==> src/u8v_pkg.sv <==
package u8v_pkg;

	// Width of the internal saturating byte counter
	localparam int COUNT_BITS = 16;
	localparam int OUT_COUNT_BITS = 16;

	typedef enum logic [1:0] {
		ST_VALID    = 2'd0,
		ST_BAD_LEAD = 2'd1,
		ST_BAD_CONT = 2'd2,
		ST_TRUNC    = 2'd3
	} status_t;

	// Per-string checker state
	typedef struct packed {
		logic [2:0]            pend;
		logic [2:0]            size;
		logic [COUNT_BITS-1:0] count;
		status_t               err;
	} state_t;

	// Result of one string
	typedef struct packed {
		status_t                   status;
		logic [OUT_COUNT_BITS-1:0] count;
	} result_t;

	// Sequence length of a lead byte; zero when the byte cannot lead
	function automatic logic [2:0] lead_size(input logic [7:0] b);
		logic [2:0] sz;
		case (b) inside
			[8'h00:8'h7F]: sz = 3'd1;
			[8'h80:8'hBF]: sz = 3'd0;
			[8'hC0:8'hDF]: sz = 3'd2;
			[8'hE0:8'hEF]: sz = 3'd3;
			[8'hF0:8'hF7]: sz = 3'd4;
			[8'hF8:8'hFB]: sz = 3'd5;
			[8'hFC:8'hFD]: sz = 3'd6;
			default:       sz = 3'd0;
		endcase
		return sz;
	endfunction

endpackage

==> src/u8v_if.sv <==
interface u8v_in_if;
	logic       valid;
	logic       ready;
	logic [7:0] byte_value;
	logic       last_byte;

	modport source (output valid, output byte_value, output last_byte, input ready);
	modport sink   (input valid, input byte_value, input last_byte, output ready);
endinterface

interface u8v_out_if;
	logic        valid;
	logic        ready;
	logic [1:0]  status;
	logic [15:0] valid_prefix_bytes;

	modport source (output valid, output status, output valid_prefix_bytes, input ready);
	modport sink   (input valid, input status, input valid_prefix_bytes, output ready);
endinterface

==> src/u8v_step.sv <==
module u8v_step
	import u8v_pkg::*;
(
	input  state_t     cur,
	input  logic [7:0] byte_value,
	output state_t     nxt,
	output result_t    res
);

	localparam logic [COUNT_BITS-1:0] CountMax = '1;

	logic [2:0]          sz;
	logic [2:0]          add_n;
	logic                do_add;
	logic [COUNT_BITS:0] sum;
	logic                is_cont;
	logic [31:0]         cnt_wide;
	status_t             st;

	assign sz      = lead_size(byte_value);
	assign is_cont = (byte_value[7:6] == 2'b10);

	// Lead / continuation decode
	always_comb begin
		nxt    = cur;
		do_add = 1'b0;
		add_n  = 3'd0;
		if (cur.err == ST_VALID) begin
			if (cur.pend == 3'd0) begin
				if (sz == 3'd0) begin
					nxt.err = ST_BAD_LEAD;
				end else if (sz == 3'd1) begin
					do_add = 1'b1;
					add_n  = 3'd1;
				end else begin
					nxt.size = sz;
					nxt.pend = sz - 3'd1;
				end
			end else if (is_cont) begin
				nxt.pend = cur.pend - 3'd1;
				if (cur.pend == 3'd1) begin
					do_add = 1'b1;
					add_n  = cur.size;
				end
			end else begin
				nxt.err = ST_BAD_CONT;
			end
		end
		// Saturating count update
		sum = {1'b0, cur.count} + {{(COUNT_BITS-2){1'b0}}, add_n};
		if (do_add) begin
			nxt.count = sum[COUNT_BITS] ? CountMax : sum[COUNT_BITS-1:0];
		end
	end

	// Result as seen if this byte ends the string
	always_comb begin
		st = nxt.err;
		if (nxt.err == ST_VALID && nxt.pend != 3'd0) begin
			st = ST_TRUNC;
		end
		cnt_wide   = 32'(nxt.count);
		res.status = st;
		res.count  = (cnt_wide > 32'h0000_FFFF) ? 16'hFFFF : cnt_wide[OUT_COUNT_BITS-1:0];
	end

endmodule

==> src/utf8_stream_validator.sv <==
// Channel  Dir  Payload                          Transaction
// in_ch    in   byte_value[8], last_byte[1]      one byte of a string
// out_ch   out  status[2], valid_prefix_bytes[16] one result per string
//
// One byte per cycle sustained: input register, then a single combinational
// decode/count step into the state and result registers.
// A string's last byte goes through the input register; its result is then loaded
// into the result register and offered on out_ch, and a full one can stall it between.
// arst_n clears the input stage, result stage and the checker state.
// Only a last byte waits on a full result register; other bytes keep flowing.
module utf8_stream_validator
	import u8v_pkg::*;
(
	input  logic             clk,
	input  logic             arst_n,
	u8v_in_if.sink           in_ch,
	u8v_out_if.source        out_ch
);

	logic       valid_s1;
	logic [7:0] byte_s1;
	logic       last_s1;
	state_t     state_q;
	state_t     state_nxt;
	result_t    res;
	logic       out_valid_q;
	result_t    out_q;
	logic       out_free;
	logic       advance;

	// Handshake
	assign out_free    = !out_valid_q || out_ch.ready;
	assign advance     = valid_s1 && (!last_s1 || out_free);
	assign in_ch.ready = !valid_s1 || advance;

	// Input register
	always_ff @(posedge clk or negedge arst_n) begin
		if (!arst_n) begin
			valid_s1 <= 1'b0;
		end else if (in_ch.ready) begin
			valid_s1 <= in_ch.valid;
		end
	end

	always_ff @(posedge clk) begin
		if (in_ch.ready && in_ch.valid) begin
			byte_s1 <= in_ch.byte_value;
			last_s1 <= in_ch.last_byte;
		end
	end

	u8v_step u_step (
		.cur        (state_q),
		.byte_value (byte_s1),
		.nxt        (state_nxt),
		.res        (res)
	);

	// Checker state: cleared after the last byte of each string
	always_ff @(posedge clk or negedge arst_n) begin
		if (!arst_n) begin
			state_q <= '0;
		end else if (advance) begin
			state_q <= last_s1 ? '0 : state_nxt;
		end
	end

	// Result register
	always_ff @(posedge clk or negedge arst_n) begin
		if (!arst_n) begin
			out_valid_q <= 1'b0;
		end else if (advance && last_s1) begin
			out_valid_q <= 1'b1;
		end else if (out_ch.ready) begin
			out_valid_q <= 1'b0;
		end
	end

	always_ff @(posedge clk) begin
		if (advance && last_s1) begin
			out_q <= res;
		end
	end

	assign out_ch.valid              = out_valid_q;
	assign out_ch.status             = out_q.status;
	assign out_ch.valid_prefix_bytes = out_q.count;

	// Assertions
	a_pend_range: assert property (@(posedge clk) disable iff (!arst_n)
		state_q.pend <= 3'd5)
		else $error("pending continuations out of range");

	a_clear_after_last: assert property (@(posedge clk) disable iff (!arst_n)
		advance && last_s1 |=> state_q == '0)
		else $error("state not cleared after last byte");

	a_result_source: assert property (@(posedge clk) disable iff (!arst_n)
		$rose(out_valid_q) |-> $past(advance && last_s1))
		else $error("result without a last byte");

	a_count_monotone: assert property (@(posedge clk) disable iff (!arst_n)
		advance && !last_s1 |=> state_q.count >= $past(state_q.count))
		else $error("count decreased within a string");

	a_no_drop: assert property (@(posedge clk) disable iff (!arst_n)
		out_valid_q && !out_ch.ready |=> out_valid_q && $stable(out_q))
		else $error("pending result overwritten");

endmodule

==> src/flat_wrapper.sv <==
// flat-port wrapper written by rule: the top's interface ports become plain ports
module utf8_stream_validator_flat import u8v_pkg::*;
  (clk, arst_n, in_ch_valid, in_ch_byte_value, in_ch_last_byte, in_ch_ready, out_ch_valid, out_ch_status, out_ch_valid_prefix_bytes, out_ch_ready);
  u8v_in_if in_ch_i ();
  u8v_out_if out_ch_i ();
  input  logic clk;
  input  logic arst_n;
  input wire logic [$bits(in_ch_i.valid)-1:0] in_ch_valid;
  input wire logic [$bits(in_ch_i.byte_value)-1:0] in_ch_byte_value;
  input wire logic [$bits(in_ch_i.last_byte)-1:0] in_ch_last_byte;
  output wire logic [$bits(in_ch_i.ready)-1:0] in_ch_ready;
  output wire logic [$bits(out_ch_i.valid)-1:0] out_ch_valid;
  output wire logic [$bits(out_ch_i.status)-1:0] out_ch_status;
  output wire logic [$bits(out_ch_i.valid_prefix_bytes)-1:0] out_ch_valid_prefix_bytes;
  input wire logic [$bits(out_ch_i.ready)-1:0] out_ch_ready;
  assign in_ch_i.valid = in_ch_valid;
  assign in_ch_i.byte_value = in_ch_byte_value;
  assign in_ch_i.last_byte = in_ch_last_byte;
  assign in_ch_ready = in_ch_i.ready;
  assign out_ch_valid = out_ch_i.valid;
  assign out_ch_status = out_ch_i.status;
  assign out_ch_valid_prefix_bytes = out_ch_i.valid_prefix_bytes;
  assign out_ch_i.ready = out_ch_ready;
  utf8_stream_validator u_core (.clk(clk), .arst_n(arst_n), .in_ch(in_ch_i), .out_ch(out_ch_i));
endmodule
==> config.mk <==
export PLATFORM = sky130hd
export DESIGN_NAME = utf8_stream_validator_flat
export DESIGN_NICKNAME = d
export VERILOG_FILES = /design/src/u8v_pkg.sv /design/src/u8v_if.sv /design/src/u8v_step.sv /design/src/utf8_stream_validator.sv /design/src/flat_wrapper.sv
export SDC_FILE = /design/constraint.sdc
export NUM_CORES = 1
export LEC_CHECK = 0
export ABC_AREA = 1
export BUFFER_PORTS_ARGS = -buffer_cell sky130_fd_sc_hd__buf_2
export CAP_MARGIN = 20
export CELL_PAD_IN_SITES_DETAIL_PLACEMENT = 0
export CELL_PAD_IN_SITES_GLOBAL_PLACEMENT = 1
export CORE_ASPECT_RATIO = 1.2
export CORE_MARGIN = 2
export CORE_UTILIZATION = 25
export CTS_CLUSTER_SIZE = 14
export DETAILED_ROUTE_END_ITERATION = 12
export GPL_TIMING_DRIVEN = 0
export PLACE_DENSITY_LB_ADDON = 0.1
export SYNTH_ARGS = -nofsm -noshare
export SYNTH_HDL_FRONTEND = slang
export SYNTH_SLANG_ARGS = --single-unit
==> constraint.sdc <==
create_clock -name clk -period 8 [get_ports clk]
set_clock_uncertainty 0.15 [all_clocks]
set_input_delay 0.4 -clock clk [delete_from_list [all_inputs] [get_ports clk]]
set_output_delay 0.4 -clock clk [all_outputs]
set_load 0.03 [all_outputs]
# ---- Word level (Yosys, flattened, before mapping)
# Cells that the tools add are included.
dict set report totals {
  register_bits 53
  output_inout_bits 20
  word_cells 92
}
dict set report op_classes {
  add_sub_neg 3
  n_lt_le_gt_ge 14
  eq_ne 5
  n_mux 34
  n_reduce_logical 26
}
# cell count
set op_table {}
lappend op_table {{$ge 8x8->1 const B} 6}
lappend op_table {{$le 8x8->1 const B} 6}
lappend op_table {{$mux 3} 14}
lappend op_table {{$mux 16} 2}
lappend op_table {{$mux 24} 1}
lappend op_table {{$mux 6} 3}
lappend op_table {{$add 16x3->17} 1}
lappend op_table {{$logic_and 1x1->1} 11}
lappend op_table {{$mux 1} 10}
lappend op_table {{$ge 8x1->1 const B} 1}
lappend op_table {{$le 8x7->1 const B} 1}
lappend op_table {{$mux 2} 4}
lappend op_table {{$eq 3x1->1 const B} 2}
lappend op_table {{$logic_not 3->1} 2}
lappend op_table {{$reduce_bool 2->1} 3}
lappend op_table {{$sub 3x1->3 const B} 2}
lappend op_table {{$reduce_and 5->1} 1}
lappend op_table {{$logic_not 2->1} 2}
lappend op_table {{$ne 2x1->1 const B} 2}
lappend op_table {{$logic_not 1->1} 3}
lappend op_table {{$logic_or 1x1->1} 3}
lappend op_table {{$reduce_bool 3->1} 1}
lappend op_table {{$eq 2x2->1 const B} 1}

# ---- Depth between registers and ports, before layout
# Gate-level depths: netlist of the first run.
dict set report logic_depth {
  word_depth 18
  ltp_mapped 26
  mapped_depth_nobuf 25
}

# ---- Cells and area by module
# Synthesis of the first run repeated with hierarchy kept, for this count alone.
dict set report unflattened {
  hier_cells 386
  area_unflattened_um2 3298.2
}
# mod n_inst cells_per_inst area_each_um2 seq_area_each_um2
set by_module_without_submodules {}
lappend by_module_without_submodules {utf8_stream_validator 1 142 1845.5 1461.4}
lappend by_module_without_submodules {u8v_step 1 244 1452.6 0.0}

# ---- Worst setup path after synthesis of the first run
# No wires, ideal clock.
dict set report synth_path {
  kind {reg2reg}
  from {register u_core.byte_s1[7]}
  to {register u_core.state_q[13] (netlist bit)}
  setup_time_ps 83
  arrival_time_ps 3260
  t_required_ps 7767
  path_slack_ps 4507
  path_stages_with_launch 26
  period_less_slack_ps 3493
  cell_sequence {edfxtp_1 > nand2_2 > nor2_4 > nand4_1 > a31oi_1 > inv_1 > ha_1 > nor2_1 > nand2_1 > nand2_1 > buf_6 > inv_1 > a21oi_1 > ha_1 > inv_1 > fa_1 > inv_1 > a21oi_1 > nor2_2 > nand4_2 > buf_2 > nand3_1 > nand2_1 > o21ai_2 > nand2_1 > o21ai_0}
}
# element line
set synth_lines {}
lappend synth_lines {{from (decl)} utf8_stream_validator.sv:21} ;# logic [7:0] byte_s1;
lappend synth_lines {{from (signal assigned)} utf8_stream_validator.sv:47} ;# byte_s1 <= in_ch.byte_value;
lappend synth_lines {{to (signal assigned)} utf8_stream_validator.sv:64} ;# state_q <= last_s1 ? '0 : state_nxt;
lappend synth_lines {{to (decl)} utf8_stream_validator.sv:23} ;# state_t state_q;

==> metrics.yaml, run 1 <==
status: "complete, but fails checks"
violations: "hold timing"
initial_utilization_pct: 25.7
dr_total_vias: 2433
syn_area_per_cell_um2: 8.19
first_pass_iters: 4
worstPathBufferInverterCount: 6
drv_cap: 0
cpLargestDelayFamily: "simple AND/OR/NAND/NOR gates"
synth_nets: 388
gp_congestion: 0.796
final_util_pct: 30.1
powerDensity_mw_per_mm2: 227
clock_latency_ps: 290
synth_warnings: 0
period_share_pct: 54.6
synthToLayoutAreaGrowth_pct: 17.3
rr_worst_depth: 25
cts_root_buffer: "clkbuf_16"
ant_nets: 0
fmax_ghz: 0.229
setup_viol: 0
cp_data_required_time_ps: 8060
antenna_found_initial: 0
io_buffer_count: 31
yosys.area.top_type_share_pct: 26.1
critical_path.max_fanout: 10
synth.distinct_cells: 35
insertedDiodeCount: 0
num_rows: 43
fp.dieH_um: 124
drive_gt1_share_pct: 16.1
startpoint_type: "flip-flop"
yosysSeqAreaShare_pct: 47.9
p_leak_uw: 0.00163
min_period_ps: 4370
cp.depth: 25
synth_edf_count: 26
grt-ovfl-total: 0
post_cts_buffers: 0
grt_pass1_wl_mm: 12.5
core_mm2: 0.0116
grt_max_degree: 27
hold_path.class: "in -> async"
ys_seq_elements: 52
clock_sinks: 52
fp.dieW_um: 104
cp-end-kind: "flip-flop"
whs_ps: -10.9
drtIter0Drc: 112
cts_inserted_buffers: 5
fin_setup_tns_ps: 0
wl_per_cell_um: 13.7
slew_headroom_pct: 38.0
grt_pass1_vias: 2288
cts_resized: 0
slowest_delay_ps: 400
rsz0062_at_grt: "false"
slew_viol_final: 0
synthesis.area_mm2: 0.00299
cts.clk_slew.worst_paths_ps: 70
synthArstFlopShare_pct: 50.0
drc: 0
holdBufCountCts: 0
worstMarginPinSlew_ps: 929
arrival_ps: 4440
wl_mm: 7.68
ir_worst_vdd_uv: 85.4
hold_viol: 12
slowest_stage: "edfxtp_1"
path_class: "reg -> reg"
yosysTopAreaCell: "edfxtp_1"
cts_tree: "built"
clockBufferDepth: 2
fp.dieArea_mm2: 0.0128
io_pins: 33
viasPerCell: 4.34
ys_top_cells_by_area: "edfxtp_1, dfrtp_1, nand2_1"
hpwl_mm: 5.85
h-tree-depth: 2
ys.flop_type: "edfxtp_1"
p_total_uw: 795
grt_use_total_pct: 12.9
postSynthCellCount: 365
nets: 426
[per-stage QoR]
| step | setup slack [ps] | instance area, µm² | hold WS (ps) | instances |
|---|---|---|---|---|
| floorplan | 4510 | 2990 | -45.6 | 365 |
| global placement | 3490 | 3340 | 338 | 553 |
| detailed placement | 3510 | 3340 | 361 | 553 |
| CTS | 3470 | 3500 | 33.5 | 561 |
| global route | 3040 | 3500 | 55.7 | 561 |
| finish | 3630 | 3500 | -10.9 | 561 |
[routing by layer]
| metal | vias to the layer above | part of all wire, % | GRT usage, % |
|---|---|---|---|
| li1 | 1267 | - | - |
| met1 | 1126 | 41 | 14.1 |
| met2 | 31 | 55 | 25.6 |
| met3 | 9 | 2.0 | 1.88 |
| met4 | 0 | 1.7 | 4.22 |
| met5 | - | 0 | 0 |
[cells in the final DEF (no fill, tap or decap), types with 7 or more instances in the layout]
cell and n:
nand2_1 117, inv_1 49, buf_2 33, nand3_1 27, edfxtp_1 26, dfrtp_1 26, o21ai_0 24, nor2_1 13
nand4_1 10, ha_1 9, nor3_1 7
[layout make-up]
class | count | area, µm²
fill | 1302 | 8120
sequential | 52 | 1430
multi-input combinational | 251 | 1300
inverter | 53 | 199
tap | 157 | 196
timing repair buffer | 31 | 155
clock buffer | 6 | 129
buffer | 9 | 60.1
clock inverter | 2 | 35.0
[path summary, 6_finish.rpt]
path	startpoint	to	slack (ps)
setup / recovery	u_core.byte_s1[7]	u_core.state_q[13]	3630
hold / removal	arst_n	u_core.state_q[7]	-10
setup reg to reg	u_core.byte_s1[7]	u_core.state_q[13]	3630
hold reg to reg	u_core.state_q[17]	u_core.state_q[17]	380
max in group asynchronous	arst_n	u_core.state_q[21]	7270
min in group clk	in_ch_byte_value[7]	u_core.byte_s1[7]	130
[logic make-up (layout without fill, tap and decap cells)]
| kind of cell | count (synthesis) | count (layout) | synth area share [%] |
|---|---|---|---|
| adders and majority gates | 10 | 10 | 4.44 |
| buffers and inverters | 62 | 101 | 8.67 |
| xor gates and xnor gates | 6 | 6 | 1.76 |
| DFF | 52 | 52 | 47.9 |
| and+or+nand+nor | 189 | 189 | 28.3 |
| AOI/OAI and AO/OA | 46 | 46 | 8.96 |
[power by group]
part	switching, µW	internal, µW	leakage (µW)
Clock	99.3	148	0.0000808
Combinational	158	69.0	0.000942
Sequential	12.6	309	0.000603
[synth_stat cells (2+ instances only)]
cell type	instances
nand3b_1	3
dfrtp_1	26
nor2_4	2
clkbuf_1	3
nand2_2	2
xor2_1	5
nand4_2	2
nor2_2	2
inv_2	4
nand4_1	10
o21ai_0	24
a21oi_1	5
nor3_1	7
nor2_1	13
o21ai_2	5
nand2_1	117
or2_2	3
inv_1	49
nand3_1	27
o21a_1	3
o22ai_1	4
buf_2	2
o21ai_1	2
ha_1	9
edfxtp_1	26
[sequential cells by signal, indices dropped and copies added (netlist names)]
register / cells
u_core.byte_s1: 7
u_core.valid_s1: 1
u_core.last_s1: 1
u_core.state_q: 24
u_core.out_ch.valid_prefix_bytes: 16
u_core.out_ch.status: 2
u_core.out_ch.valid: 1
Note: power is estimated with default switching activity, not from simulation.
==> run 2, diff against run 1 <==
--- a/config.mk
+++ b/config.mk
@@ -5,7 +5,7 @@
 export SDC_FILE = /design/constraint.sdc
 export NUM_CORES = 1
 export LEC_CHECK = 0
-export ABC_AREA = 1
+export ABC_AREA = 0
 export BUFFER_PORTS_ARGS = -buffer_cell sky130_fd_sc_hd__buf_2
 export CAP_MARGIN = 20
 export CELL_PAD_IN_SITES_DETAIL_PLACEMENT = 0
==> constraint.sdc (replaced) <==
create_clock -name clk -period 3.59 [get_ports clk]
set_clock_uncertainty 0.15 [all_clocks]
set_input_delay 0.1795 -clock clk [delete_from_list [all_inputs] [get_ports clk]]
set_output_delay 0.1795 -clock clk [all_outputs]
set_load 0.03 [all_outputs]
==> metrics.yaml, run 2 <==
status: "finished, final reports clean"
path_class: "reg -> reg"
hold_path.class: "in -> async"
fin_setup_tns_ps: 0  # unchanged
synthArstFlopShare_pct: 50.0  # unchanged
drive_gt1_share_pct: 28.3  # +12 points
swShare_pct: 36.0  # +2.0 points
slowest_stage: "edfxtp_1"
cts_root_buffer: "clkbuf_16"
ys.flop_type: "edfxtp_1"
largest_register_ff_count: 24  # unchanged
cts.clk_slew.worst_paths_ps: 80  # about the same
num_rows: 44  # +2.3%
arrival_ps: 3290  # -1150 ps
dr_total_vias: 2487  # +2.2%
postSynthCellCount: 297  # -19%
synth_warnings: 0  # unchanged
ys_top_cells_by_area: "edfxtp_1, dfrtp_1, nand2_1"
synthesis.area_mm2: 0.00307  # +2.9%
yosysSeqAreaShare_pct: 46.6  # -1.3 points
min_period_ps: 3380  # -995 ps
hold_viol: 0  # -12
grt-ovfl-total: 0  # unchanged
hpwl_mm: 6.06  # +3.6%
cp-end-kind: "flip-flop"
slowest_delay_ps: 490  # +90 ps
drv_cap: 0  # unchanged
startpoint_type: "flip-flop"
layout_commonest_cell: "buf_2"
fp.dieW_um: 105  # +1.4%
worstMarginPinSlew_ps: 801  # -128 ps
synth.distinct_cells: 59  # +69%
clock_latency_ps: 300  # about the same
powerDensity_mw_per_mm2: 471  # +110%
insertedDiodeCount: 0  # unchanged
h-tree-depth: 2  # unchanged
grt_pass1_vias: 2470  # +8.0%
synth_edf_count: 26  # unchanged
grt_pass1_wl_mm: 13.8  # +11%
drtIter0Drc: 64  # -43%
wl_per_cell_um: 16.3  # +19%
path_cells: "a21boi_2 -> a31oi_4 -> inv_2 -> ha_4 -> nor2b_4 -> o211ai_4 -> nand2_4 -> o21a_1 -> ha_2 -> inv_2 -> fa_2 -> inv_2 -> a21oi_4 -> a211oi_4 -> nand3_2 -> mux2_4"
core_mm2: 0.0121  # +3.7%
netSwitchingPower_uw: 681  # +150%
pre_cts_slack_ps: -573  # -4080 ps
period_share_pct: 94.1  # +39 points
gp_congestion: 0.827  # +3.8%
seqPwrFrac_pct: 39.8  # -0.6 points
p_leak_uw: 0.00167  # +2.9%
final_cell_mix: "buf_2, nand2_1, edfxtp_1"
slew_headroom_pct: 46.6  # +8.6 points
setup_ws_ps: 213  # -3420 ps
rsz0062_at_grt: "false"
fmax_ghz: 0.296  # +29%
cp_data_required_time_ps: 3500  # -4560 ps
p_clk_share_pct: 25.8  # -5.2 points
critical_path.max_fanout: 6  # -4
fp.dieArea_mm2: 0.0132  # +2.8%
viasPerCell: 4.71  # +8.6%
clockBufferDepth: 2  # unchanged
fp.dieH_um: 125  # +1.4%
yosys.area.top_type_share_pct: 25.4  # -0.73 points
largest-register: "u_core.state_q"
slew_viol_final: 0  # unchanged
synth_nets: 320  # -18%
yosysTopAreaCell: "edfxtp_1"
setup_viol: 0  # unchanged
wl_mm: 8.61  # +12%
critPathMostFrequentCell: "inv_2"
ys_seq_elements: 52  # unchanged
clock_sinks: 52  # unchanged
synth.most_common_cell: "nand2_1"
ir_worst_vdd_uv: 201  # +130%
io_buffer_count: 31  # unchanged
dp_cells: 490  # -11%
netlist_top_cells_count: "nand2_1, dfrtp_1, edfxtp_1, a21oi_1, nor2_1"
synthToLayoutAreaGrowth_pct: 30.6
combPwrFrac_pct: 34.4  # +5.8 points
initial_utilization_pct: 25.5  # -0.21 points
syn_area_per_cell_um2: 10.4  # +26%
intPower_uw: 1210  # +130%
cts_inserted_buffers: 5  # unchanged
fin_cells: 528  # -5.9%
antenna_found_initial: 0  # unchanged
grt_max_degree: 27  # unchanged
grt_use_total_pct: 13.6  # +0.70 points
whs_ps: 324  # +335 ps
drc: 0  # unchanged
nets: 389  # -8.7%
io_pins: 33  # unchanged
first_pass_iters: 4  # unchanged
ant_nets: 0  # unchanged
cts_tree: "built"
run 2: cell types whose count changed after synthesis, sizes merged, moves of 10 or more:
cell | before | now
o21ai | 31 | 8
nand3 | 27 | 10
inv | 53 | 12
nand2 | 119 | 33
a21oi | 5 | 22
nand4 | 12 | 2
run 2: metal layers:
| layer | global-route usage [%] | vias to the layer above | part of all wire [%] |
|---|---|---|---|
| met5 | 0 | - | 0 |
| met4 | 4.39 | 0 | 2.0 |
| met3 | 2.24 | 10 | 2.9 |
| met2 | 24.6 | 47 | 52 |
| met1 | 16.2 | 1179 | 44 |
| li1 | - | 1251 | - |
run 2: final timing paths:
path / start / slack, ps / cells after the start / endpoint
max in group asynchronous: arst_n / 2460 / 2 / u_core.state_q[21]
setup reg to reg: u_core.byte_s1[6] / 210 / 16 / u_core.out_ch.valid_prefix_bytes[12]
hold reg to reg: u_core.state_q[19] / 360 / 1 / u_core.state_q[19]
hold / removal: arst_n / 320 / 2 / u_core.state_q[14]
setup / recovery: u_core.byte_s1[6] / 210 / 16 / u_core.out_ch.valid_prefix_bytes[12]
min in group clk: u_core.state_q[19] / 360 / 1 / u_core.state_q[19]
run 2: power by group through the flow:
| stage | Sequential [µW] | Combinational [µW] | Clock (µW) |
|---|---|---|---|
| after floorplan | 784 | 380 | 0 |
| after global placement | 763 | 580 | 0 |
| after detailed placement | 763 | 578 | 0 |
| after CTS | 752 | 645 | 515 |
| after global routing | 762 | 717 | 541 |
| final | 753 | 652 | 488 |
run 2: timing repair:
action | CTS | global route
buffers inserted | 18 | 3
resized for setup | 17 | 8
endpoints found under the setup margin | 30 | 26
pin swaps | 6 | 7
endpoints found under the hold margin | 36 | 0
hold buffers | 11 | 0
run 2: kinds of logic after synthesis:
family | count (synthesis) | share of synthesized area, %
buffers and inverters | 28 | 3.78
AND/OR/NAND/NOR | 107 | 18.7
multiplexers | 5 | 1.95
adder cells (fa/ha/maj) | 10 | 4.31
XOR/XNOR | 10 | 2.85
AO/OA/AOI/OAI | 85 | 21.9
flip-flops | 52 | 46.6
run 2: cell type report:
cell class              instances  area (µm²)
multi-input cells             217        1670
plain buffers                  14        73.8
repair buffers                 64         454
fillers                      1232        8040
flip-flops and latches         52        1430
clock buffers                   5         125
well taps                     161         201
inverters                      12        45.0
clock inverters                 3        17.5
run 2: worst max-delay path, delay by kind of cell (launching register included):
kind,cells,cell delay [ps]
flops,1,490
fa+ha+maj,3,740
buf+inv,3,220
simple gates,3,320
mux,1,310
compound gates,6,910
run 2: per-stage QoR:
step / area [µm²] / utilization (%) / total power (µW)
after floorplan: 3130 / - / 1160
after global placement: 3480 / 28.9 / 1340
after detailed placement: 3510 / 29.2 / 1340
after CTS: 3990 / 33.1 / 1910
after global routing: 4020 / 33.3 / 2020
final: 4020 / 33.3 / 1890
